--- config.mk ---
export PLATFORM = sky130hd
export DESIGN_NAME = xor_sprite_framebuffer_unit
export DESIGN_NICKNAME = d
export VERILOG_FILES = /design/src/xsf_pkg.sv /design/src/xsf_ctrl.sv /design/src/xsf_datapath.sv /design/src/xor_sprite_framebuffer_unit.sv
export VERILOG_INCLUDE_DIRS = /design/src /design/src/src
export SDC_FILE = /design/constraint.sdc
export NUM_CORES = 2
export LEC_CHECK = 0
export ABC_AREA = 1
export BUFFER_PORTS_ARGS = -buffer_cell sky130_fd_sc_hd__buf_4
export CORE_AREA = 2 2 470 472
export DETAILED_ROUTE_END_ITERATION = 10
export DIE_AREA = 0 0 472 474
export SLEW_MARGIN = 20
export SYNTH_ARGS = -nofsm -noshare
export SYNTH_HDL_FRONTEND = slang
export SYNTH_SLANG_ARGS = --single-unit
--- constraint.sdc ---
create_clock -name clk -period 4.7 [get_ports clk]
set_input_delay 0.47 -clock clk [delete_from_list [all_inputs] [get_ports clk]]
set_output_delay 0.47 -clock clk [all_outputs]
set_load 0.1 [all_outputs]
--- src/xor_sprite_framebuffer_unit_defines.svh ---
// Assertion macros shared by the xor sprite framebuffer RTL.
`ifndef XOR_SPRITE_FRAMEBUFFER_UNIT_DEFINES_SVH
`define XOR_SPRITE_FRAMEBUFFER_UNIT_DEFINES_SVH

// Check that a condition implies a property in the same cycle.
`define XSF_ASSERT_IMPL(label, clk, rst_n, ante, cons) \
	label: assert property (@(posedge clk) disable iff (!rst_n) (ante) |-> (cons)) \
		else $error("xsf assertion failed");

// Check that a condition implies a property from the next cycle on.
`define XSF_ASSERT_NEXT(label, clk, rst_n, ante, cons) \
	label: assert property (@(posedge clk) disable iff (!rst_n) (ante) |=> (cons)) \
		else $error("xsf assertion failed");

`endif

--- src/xsf_pkg.sv ---
// Package with types and constants of the xor sprite framebuffer.
package xsf_pkg;

	// Default screen size
	localparam int DEF_SCREEN_WIDTH  = 64;
	localparam int DEF_SCREEN_HEIGHT = 32;

	// Number of pixels in one sprite row
	localparam int SPRITE_W = 8;

	typedef enum logic [1:0] {
		OP_CLEAR = 2'd0,
		OP_BEGIN = 2'd1,
		OP_DRAW  = 2'd2,
		OP_READ  = 2'd3
	} xsf_op_t;

	typedef struct packed {
		xsf_op_t     op;
		logic [7:0]  x_pos;
		logic [7:0]  y_pos;
		logic [7:0]  row_index;
		logic [7:0]  row_bits;
	} xsf_req_t;

	typedef struct packed {
		logic pixel;
		logic collision;
	} xsf_rsp_t;

	typedef enum logic [1:0] {
		ST_IDLE,
		ST_FETCH,
		ST_UPDATE
	} xsf_state_t;

	// Commands from the controller to the datapath
	typedef struct packed {
		logic load;
		logic fetch;
		logic update;
	} xsf_cmd_t;

endpackage

--- src/xsf_ctrl.sv ---
// Controller state machine of the xor sprite framebuffer.
module xsf_ctrl (
	input  logic               clk,
	input  logic               arst_n,
	input  logic               start,
	output logic               busy,
	output xsf_pkg::xsf_cmd_t  cmd
);
	import xsf_pkg::*;

	xsf_state_t state_q;
	xsf_state_t state_next;

	// Hold the state
	always_ff @(posedge clk or negedge arst_n) begin
		if (!arst_n) begin
			state_q <= ST_IDLE;
		end else begin
			state_q <= state_next;
		end
	end

	// Advance: fetch the row, then update it and post the result
	always_comb begin
		state_next = state_q;
		case (state_q)
			ST_IDLE: begin
				if (start) begin
					state_next = ST_FETCH;
				end
			end
			ST_FETCH:  state_next = ST_UPDATE;
			ST_UPDATE: state_next = ST_IDLE;
			default:   state_next = ST_IDLE;
		endcase
	end

	// Drive datapath commands
	always_comb begin
		busy       = 1'b1;
		cmd.load   = 1'b0;
		cmd.fetch  = 1'b0;
		cmd.update = 1'b0;
		case (state_q)
			ST_IDLE: begin
				busy     = 1'b0;
				cmd.load = start;
			end
			ST_FETCH:  cmd.fetch = 1'b1;
			ST_UPDATE: cmd.update = 1'b1;
			default:   busy = 1'b1;
		endcase
	end

endmodule

--- src/xsf_datapath.sv ---
// Datapath of the xor sprite framebuffer: row memory, sprite XOR and flag.
module xsf_datapath #(
	parameter int SCREEN_WIDTH  = xsf_pkg::DEF_SCREEN_WIDTH,
	parameter int SCREEN_HEIGHT = xsf_pkg::DEF_SCREEN_HEIGHT
) (
	input  logic               clk,
	input  logic               arst_n,
	input  xsf_pkg::xsf_cmd_t  cmd,
	input  xsf_pkg::xsf_req_t  request,
	output xsf_pkg::xsf_rsp_t  result,
	output logic               done
);
	import xsf_pkg::*;

	localparam int         COL_W     = $clog2(SCREEN_WIDTH);
	localparam int         ROW_W     = $clog2(SCREEN_HEIGHT);
	localparam logic [8:0] WIDTH_LIM  = 9'(SCREEN_WIDTH);
	localparam logic [8:0] HEIGHT_LIM = 9'(SCREEN_HEIGHT);

	xsf_req_t                 item_q;
	logic [SCREEN_WIDTH-1:0]  mem [SCREEN_HEIGHT];
	logic [SCREEN_HEIGHT-1:0] row_valid_q;
	logic [SCREEN_WIDTH-1:0]  rd_data_s1;
	logic                     valid_s1;
	logic                     row_ok_s1;
	logic [ROW_W-1:0]         row_idx_s1;
	logic                     flag_q;
	xsf_rsp_t                 result_q;
	logic                     done_q;

	logic [7:0]               tgt_row;
	logic                     row_ok;
	logic [ROW_W-1:0]         row_idx;
	logic [SCREEN_WIDTH-1:0]  row_data;
	logic [SCREEN_WIDTH-1:0]  mask;
	logic [SCREEN_WIDTH-1:0]  new_row;
	logic                     hit;
	logic                     flag_next;
	logic                     pix;
	logic                     wr_en;

	// Latch the item on accept
	always_ff @(posedge clk) begin
		if (cmd.load) begin
			item_q <= request;
		end
	end

	// Pick the target row: draw adds the row index, read uses y directly
	always_comb begin
		if (item_q.op == OP_DRAW) begin
			tgt_row = item_q.y_pos + item_q.row_index;
		end else begin
			tgt_row = item_q.y_pos;
		end
		row_ok  = {1'b0, tgt_row} < HEIGHT_LIM;
		row_idx = tgt_row[ROW_W-1:0];
	end

	// Read the row from memory
	always_ff @(posedge clk) begin
		if (cmd.fetch) begin
			rd_data_s1 <= mem[row_idx];
			row_idx_s1 <= row_idx;
			row_ok_s1  <= row_ok;
			valid_s1   <= row_ok && row_valid_q[row_idx];
		end
	end

	// Rows never written since reset or clear read as blank
	assign row_data = valid_s1 ? rd_data_s1 : '0;

	// Build the column mask of lit sprite pixels, dropping off-screen ones
	always_comb begin
		logic [7:0] col;
		mask = '0;
		for (int j = 0; j < SPRITE_W; j++) begin
			col = item_q.x_pos + 8'(j);
			if (({1'b0, col} < WIDTH_LIM) && item_q.row_bits[SPRITE_W-1-j]) begin
				mask[col[COL_W-1:0]] = 1'b1;
			end
		end
	end

	// XOR the sprite row and detect erased pixels
	assign new_row = row_data ^ mask;
	assign hit     = |(row_data & mask);
	assign wr_en   = cmd.update && (item_q.op == OP_DRAW) && row_ok_s1;

	// Next flag value per op
	always_comb begin
		case (item_q.op)
			OP_BEGIN: flag_next = 1'b0;
			OP_DRAW:  flag_next = flag_q | (row_ok_s1 & hit);
			default:  flag_next = flag_q;
		endcase
	end

	// Read one pixel, zero when off screen
	assign pix = (item_q.op == OP_READ) && row_ok_s1 &&
		({1'b0, item_q.x_pos} < WIDTH_LIM) && row_data[item_q.x_pos[COL_W-1:0]];

	// Write back the updated row
	always_ff @(posedge clk) begin
		if (wr_en) begin
			mem[row_idx_s1] <= new_row;
		end
	end

	// Track which rows hold data; clear drops them all at once
	always_ff @(posedge clk or negedge arst_n) begin
		if (!arst_n) begin
			row_valid_q <= '0;
		end else if (cmd.update && (item_q.op == OP_CLEAR)) begin
			row_valid_q <= '0;
		end else if (wr_en) begin
			row_valid_q[row_idx_s1] <= 1'b1;
		end
	end

	// Update flag and strobe
	always_ff @(posedge clk or negedge arst_n) begin
		if (!arst_n) begin
			flag_q <= 1'b0;
			done_q <= 1'b0;
		end else begin
			done_q <= cmd.update;
			if (cmd.update) begin
				flag_q <= flag_next;
			end
		end
	end

	// Register the result
	always_ff @(posedge clk) begin
		if (cmd.update) begin
			result_q.pixel     <= pix;
			result_q.collision <= flag_next;
		end
	end

	assign result = result_q;
	assign done   = done_q;

endmodule

--- src/xor_sprite_framebuffer_unit.sv ---
// Top level of the xor sprite framebuffer: controller plus datapath.
//
// Usage: drive request and raise start; the item is taken at a rising edge
// where start is high and busy is low. Ops: clear screen, begin sprite
// (clears the collision flag), draw one 8-pixel sprite row by XOR, and
// read one pixel.
// Each item returns one result on result, marked by done for a single
// cycle. done rises after the fetch and update steps, and the result is
// taken at the rising edge that ends the done cycle; the receiver
// cannot stall and must take the result in that cycle.
// The block takes no new item while busy. The controller takes the item
// in its idle state, reads the framebuffer row in its fetch state, then
// XORs it and writes it back in its update state. The next item can be
// taken at the edge that ends the done cycle.
// Reset: asynchronous, active low. It blanks the screen at once through
// per-row valid bits, clears the collision flag and idles the controller.
// Clear screen also works through the valid bits and passes through the
// same fetch and update states as any other item.
`include "xor_sprite_framebuffer_unit_defines.svh"

module xor_sprite_framebuffer_unit #(
	parameter int SCREEN_WIDTH  = xsf_pkg::DEF_SCREEN_WIDTH,
	parameter int SCREEN_HEIGHT = xsf_pkg::DEF_SCREEN_HEIGHT
) (
	input  logic               clk,
	input  logic               arst_n,
	input  logic               start,
	output logic               busy,
	input  xsf_pkg::xsf_req_t  request,
	output xsf_pkg::xsf_rsp_t  result,
	output logic               done
);
	import xsf_pkg::*;

	xsf_cmd_t cmd;

	xsf_ctrl u_ctrl (
		.clk    (clk),
		.arst_n (arst_n),
		.start  (start),
		.busy   (busy),
		.cmd    (cmd)
	);

	xsf_datapath #(
		.SCREEN_WIDTH  (SCREEN_WIDTH),
		.SCREEN_HEIGHT (SCREEN_HEIGHT)
	) u_datapath (
		.clk     (clk),
		.arst_n  (arst_n),
		.cmd     (cmd),
		.request (request),
		.result  (result),
		.done    (done)
	);

	// Accepted item goes busy, and its result follows after fetch and update
	`XSF_ASSERT_NEXT(a_accept_busy, clk, arst_n, start && !busy, busy)
	`XSF_ASSERT_IMPL(a_accept_done, clk, arst_n, start && !busy, ##3 done)
	// Result strobe lasts one cycle and comes with the block idle
	`XSF_ASSERT_NEXT(a_done_single, clk, arst_n, done, !done)
	`XSF_ASSERT_IMPL(a_done_idle, clk, arst_n, done, !busy)

endmodule
-- Word-level counts from Yosys, hierarchy flattened
Memory sizes are Yosys's and may differ from the RTL's. A register that Yosys moved wholly into a read port is not among the register bits.
Cells that the tools add are included.
- $add $sub $neg: 8
- magnitude comparators: 28
- eq/ne operators: 6
- muxes and demuxes: 43
- bitwise operators: 12
- reduce and logical (&&, ||, !) cells: 28
- operators with widths (kind ; count):
    64-bit two-way mux ; 9
    64-bit OR ; 7
    64-bit AND ; 1
    8-bit by 7-bit < comparator with 1-bit output, second input constant ; 8
    32-bit two-way mux ; 2
    64-bit OR reduction ; 1
    64-bit bitwise XOR ; 1
    6-bit by 7-bit < comparator with 1-bit output, second input constant ; 8
    1-bit demux with 6-bit select ; 8
    6-bit by 1-bit greater-or-equal comparator with 1-bit output, second input constant ; 8
    8-bit by 3-bit adder with 8-bit output, second input constant ; 4
    32-bit OR ; 1
    1-bit logical AND ; 24
    1-bit two-way mux ; 17
    8-bit by 2-bit adder with 8-bit output, second input constant ; 2
    5-bit by 6-bit < comparator with 1-bit output, second input constant ; 2
    8-bit by 1-bit adder with 8-bit output, second input constant ; 1
    8-bit adder ; 1
    8-bit by 6-bit < comparator with 1-bit output, second input constant ; 1
    8-bit two-way mux ; 1
    1-bit binary-select mux with 6-bit select ; 1
    2-bit == test, second input constant ; 3
    1-bit binary-select mux with 5-bit select ; 1
    1-bit demux with 5-bit select ; 1
    10 further kinds ; 12
- bits in registers: 79
- bits in writable memories: 2048
- bits of input ports: 37
- output and inout port bits: 4
- logic and storage cells: 140
- memories: 1
- memory list (memory ; words ; width ; read ports ; clocked after Yosys merged registers in ; wr ports ; line ; RTL):
    u_datapath.mem ; 32 ; 64 ; 1 ; 1 ; 1 ; xsf_datapath.sv:21 ; logic [SCREEN_WIDTH-1:0] mem [SCREEN_HEIGHT];

-- Longest topological paths before layout
- word-level depth: 24
- depth in mapped cells: 27

-- By module
A second synthesis with hierarchy kept.
- cells, all modules: 9319
- area total of the unflattened synthesis: 96993.0 sq um
- modules (own cells, without submodules) (module ; instances ; cells an instance ; area each (sq um) ; sequential area each (sq um)):
    xsf_datapath ; 1 ; 9307 ; 96899.2 ; 65562.9
    xsf_ctrl ; 1 ; 12 ; 93.8 ; 50.0

-- Worst setup path after synthesis
No wires, ideal clock.
- path type: register -> register
- start: register u_datapath.item_q[32] (netlist bit)
- end: memory u_datapath.mem[24][0] (netlist bit), enable pin
- data arrival time: 4053 ps
- required time: 4212 ps
- path slack: 159 ps
- stages on the path, launching flop included: 9
- buffers on the path: 2
- period minus slack after synthesis: 4541 ps
- path through: edfxtp_1 > inv_1 > ha_1 > buf_4 > buf_2 > nand3_1 > nor3_1 > inv_1 > nor2_1
- cells in the longest elaborated chain, start to end: 5
- ends and longest elaborated chain (what ; line ; RTL):
    start, declared ; xsf_datapath.sv:20 ; xsf_req_t item_q;
    start signal, assigned ; xsf_datapath.sv:45 ; item_q <= request;
    2-bit == test ; xsf_datapath.sv:88 ; assign wr_en = cmd.update && (item_q.op == OP_DRAW) && row_ok_s1;
    1-bit logical AND (2 in series) ; xsf_datapath.sv:88 ;
    1-bit two-way mux ; xsf_datapath.sv:105 ; if (wr_en) begin
    1-bit two-way mux (not written as such) ; xsf_datapath.sv:106 ; mem[row_idx_s1] <= new_row;
    end, declared ; xsf_datapath.sv:21 ;
Every way passes these cells.

-- Final worst setup path
- start: register u_datapath.item_q[24] (netlist bit)
- end: register u_datapath.result_q, in the netlist u_datapath.result[0], data pin
- cells in the longest elaborated chain, start to end: 24
- ends and longest elaborated chain (what ; line ; RTL):
    8-bit by 1-bit adder with 8-bit output (tied with other cells) ; xsf_datapath.sv:78 ; col = item_q.x_pos + 8'(j);
    6-bit by 7-bit < comparator with 1-bit output (not written as such) (tied with other cells) ; xsf_datapath.sv:80 ; mask[col[COL_W-1:0]] = 1'b1;
    1-bit logical AND (not written as such) or 1-bit two-way mux (tied branches) ; xsf_datapath.sv:80 ;
    1-bit two-way mux (not written as such) or 1-bit demux with 6-bit select (tied branches) ; -- ;
    1-bit demux with 6-bit select or 64-bit two-way mux (tied branches) ; -- ;
    64-bit OR (no line) ; -- ;
    64-bit two-way mux ; xsf_datapath.sv:79 ; if (({1'b0, col} < WIDTH_LIM) && item_q.row_bits[SPRITE_W-1-j]) begin
    64-bit OR (no line) ; -- ;
    [9 not listed] ; -- ;
    64-bit OR (no line) ; -- ;
    64-bit two-way mux * ; xsf_datapath.sv:79 ;
    64-bit AND * ; xsf_datapath.sv:87 ; assign hit = |(row_data & mask);
    64-bit OR reduction * ; xsf_datapath.sv:87 ;
    1-bit AND * ; xsf_datapath.sv:94 ; OP_DRAW: flag_next = flag_q | (row_ok_s1 & hit);
    1-bit OR * ; xsf_datapath.sv:94 ;
    1-bit case mux with 2 select lines * ; xsf_datapath.sv:92 ; case (item_q.op)
    via u_datapath.flag_next ; xsf_datapath.sv:38 ; logic flag_next;
    end, declared ; xsf_datapath.sv:28 ; xsf_rsp_t result_q;
The timed path passes the listed nets; every way through them passes the cells marked *.
A chain may end at the register's enable or synchronous reset.

==> summary.md <==
| Metric | Value |
|---|---|
| Worst reg2reg path depth | `17` |
| CTS buffer count | `220` |
| Max transition margin | `0.1891` |
| Hold WS | `108.2 ps` |
| Hold Path Class | `input pin to async pin` |
| Top post-synthesis cells by count | `nand2_1 (3172), edfxtp_1 (2155), nand3_1 (968)` |
| Synth area leader | `edfxtp_1` |
| HPWL Detailed | `between 150000 and 200000 um` |
| Die X | `472 um` |
| Avg WL per Cell | `approximately 26 um` |
| Core ar. | `around 220000 sq um` |
| Worst setup path startpoint | `u_datapath.item_q[24]` |
| Pleak | `44.17 nW` |
| First-pass GRT wire length | `480800 um` |
| Synth Register Bits | `roughly 2.2k` |
| Clk sink count | `around 2.2k` |
| Largest net degree at the start of global routing | `between 150 and 200` |
| Dpl ws | `93.85 ps` |
| DRT Pass-1 Iters | `6` |
| PortBufs | `40` |
| CTS tree | `built` |
| Routed wire length | `approximately 340000 um` |
| Mapped Avg Cell Area | `roughly 10 sq um` |
| Ys async rst share | `0.01643` |
| Endpoints failing setup | `0` |
| Final Slew Violations | `0` |
| Nature of the critical path endpoint | `flip-flop` |
| Kind of critical path | `flip-flop to flip-flop` |
| Power density cells | `between 400 and 500 nW/um^2` |
| Cell variety after synth | `45` |
| Drc violations | `0` |
| Mapped cell area | `approximately 98000 sq um` |
| Worst path required time | `approximately 5400 ps` |
| Total power | `between 40 and 50 mW` |
| FF-to-FF End | `u_datapath.result[0]` |
| Worst clock skew | `approximately 100 ps` |
| Initial antenna violation count | `12` |
| Worst slew pin tran | `between 1000 and 1500 ps` |
| Gate Count Post-Synth | `between 9k and 10k` |
| Antenna Nets Post-Route | `0` |
| Gpl congestion | `between 1 and 1.5` |
| Setup slack, reg-to-reg | `a little over 100 ps` |
| Final Cycle Share | `0.9782` |
| Total of max-cap violations | `0` |
| Vias in the first global route | `between 60k and 70k` |
| Share of cells above drive strength 1 | `0.08229` |
| Htree depth | `4` |
| Synth warnings | `0` |
| Peak VDD IR | `0.3959 mV` |
| Synth top area cells | `edfxtp_1 (66%), nand2_1 (12%), nand3_1 (4.9%), inv_1 (3.7%), o21ai_0 (2.6%)` |
| Synth Flop Type | `edfxtp_1` |
| Syn Nets | `9744` |
| Root buffer selected by CTS | `clkbuf_16` |
| Final hold violations | `0` |
| Maximum clock path buffer count | `3` |
| Initial Util | `0.4478` |
| CP endpoint | `u_datapath.result[0]` |
| FP Rows | `around 170` |
| Post-synth EDFFs | `~2.2k` |
| Gr usage total | `0.2976` |
| Final net count | `9888` |
| Top-area cell type share of the netlist area | `0.6609` |
| Status | `finished clean` |
| Die Footprint | `about 220000 sq um` |
| Crit path launch type | `flip-flop` |
| Peak fanout along the critical path | `20` |
| Vias per cell | `roughly 5.5` |
| Via count | `between 70k and 80k` |
| Initial drt markers | `~8.6k` |
| R2r startpoint | `u_datapath.item_q[24]` |
| Critical Path AT | `5260 ps` |
| IO Count | `41` |
| Seq/Total Area, Yosys | `0.6701` |
| Top-count cell post-synth | `nand2_1` |
| Setup slack after layout | `102.3 ps` |
| GRT overflow | `0` |
| RSZ-0062 raised after global routing | `no` |
| Final period demand of the worst path | `~4600 ps` |
| P&R area growth vs syn | `13.61%` |
| Clock Latency Late Sink | `930 ps` |
| F_max | `between 0.2 and 0.25 GHz` |
| Worst-path clk slew | `~60 ps` |
| Die H | `between 400 and 500 um` |
[area by class of cell]
class | count | area [sq um]
fill | 19510 | 107400
sequential | 2191 | 65610
multi-input combinational | 5952 | 26820
clock buffer | 276 | 5725
timing repair buffer | 436 | 4647
inverter | 971 | 3650
tap | 2871 | 3592
clock inverter | 127 | 1182
antenna | 2 | 5.005
[cells in the final DEF (no fill, tap or decap), types with 17 or more instances in the layout]
cell,n
buf_4,298
nor2_4,38
nand3_1,965
clkinv_2,42
edfxtp_1,2155
inv_1,952
dlygate4sd3_1,36
nand4_1,24
ha_1,70
nand2_1,3168
clkbuf_1,55
nor3_1,22
nor2_1,570
nor2_2,28
a21oi_1,165
clkinv_1,56
dfrtp_1,36
buf_12,101
o21ai_1,108
o22ai_1,17
o211ai_1,193
o21ai_0,511
clkbuf_16,220
[layer usage]
layer	GRT usage	share of wire
met5	0	0.000083
met4	0.08486	0.029
met3	0.04477	0.083
met2	0.4673	0.45
met1	0.4301	0.43
[report_power, final]
part / leakage, nW / switching [mW] / internal [mW] / total (mW)
logic: 20.6 / 5.17 / 1.79 / 6.96
registers: 20.2 / 0.0988 / 22.2 / 22.3
clock network: 3.34 / 7.63 / 9.18 / 16.8
total: 44.2 / 12.9 / 33.1 / 46.0
[worst min path at each step]
stage	startpoint	cells after the start	slack (ps)	end
2_1_floorplan	arst_n	0	170	u_ctrl.state_q[0]
3_3_place_gp	arst_n	1	450	u_datapath.row_valid_q[14]
3_5_place_dp	arst_n	1	460	u_datapath.row_valid_q[15]
4_1_cts	arst_n	2	70	u_datapath.row_valid_q[15]
5_1_grt	arst_n	2	140	u_datapath.row_valid_q[14]
6_report	arst_n	2	110	u_datapath.row_valid_q[15]
[stage by stage]
stage | cell area, sq um | utilization | instances | TNS [ps]
after floorplan | 97910 | - | 9628 | 0
after global placement | 103900 | 0.4750 | 12380 | -19.38
after detailed placement | 103900 | 0.4752 | 12380 | 0
after CTS | 111200 | 0.5084 | 12820 | 0
after global routing | 111200 | 0.5087 | 12830 | 0
final | 111200 | 0.5088 | 12830 | 0
[registers in the layout (all words and copies together), names as in the netlist]
| name | flops |
|---|---|
| u_datapath.row_ok_s1 | 1 |
| u_datapath.valid_s1 | 1 |
| u_datapath.rd_data_s1 | 64 |
| u_datapath.result | 2 |
| u_datapath.item_q | 34 |
| u_datapath.row_idx_s1 | 5 |
| u_datapath.flag_q | 1 |
| u_datapath.mem | 2048 |
| u_ctrl.state_q | 2 |
| u_datapath.done | 1 |
| u_datapath.row_valid_q | 32 |
[cell families (layout without fill, tap and decap cells)]
kind of cell	after synthesis	in the layout	share of synthesized area
simple gates	4851	4851	0.2009
flops	2191	2191	0.6701
buf+inv	1485	1810	0.06034
compound gates	1014	1014	0.05757
fa+ha+maj	79	79	0.01017
xor+xnor	8	8	0.0008691
other cells	0	2	0
[critical path, cell delays in order, from the launching register on]
cell and delay, ps:
edfxtp_1 360, buf_4 330, ha_1 450, nand2_1 120, nand2_1 130, a21oi_1 70
nor2_1 170, nand2_2 220, nor2_1 960, a21oi_1 290, nand3_1 270, ha_1 220
nor2_1 50, nand4_1 210, nor3_1 140, nand2_1 140, nand2_1 80, a21boi_0 170
[repair_timing]
action | 4_1_cts | 5_1_grt
setup endpoints to repair | 0 | 2
hold buffers | 36 | 0
buffers inserted | 0 | 2
gates resized for setup | 0 | 5
endpoints found under the hold margin | 71 | 0
No activity file was read; power rests on OpenSTA's default activity.
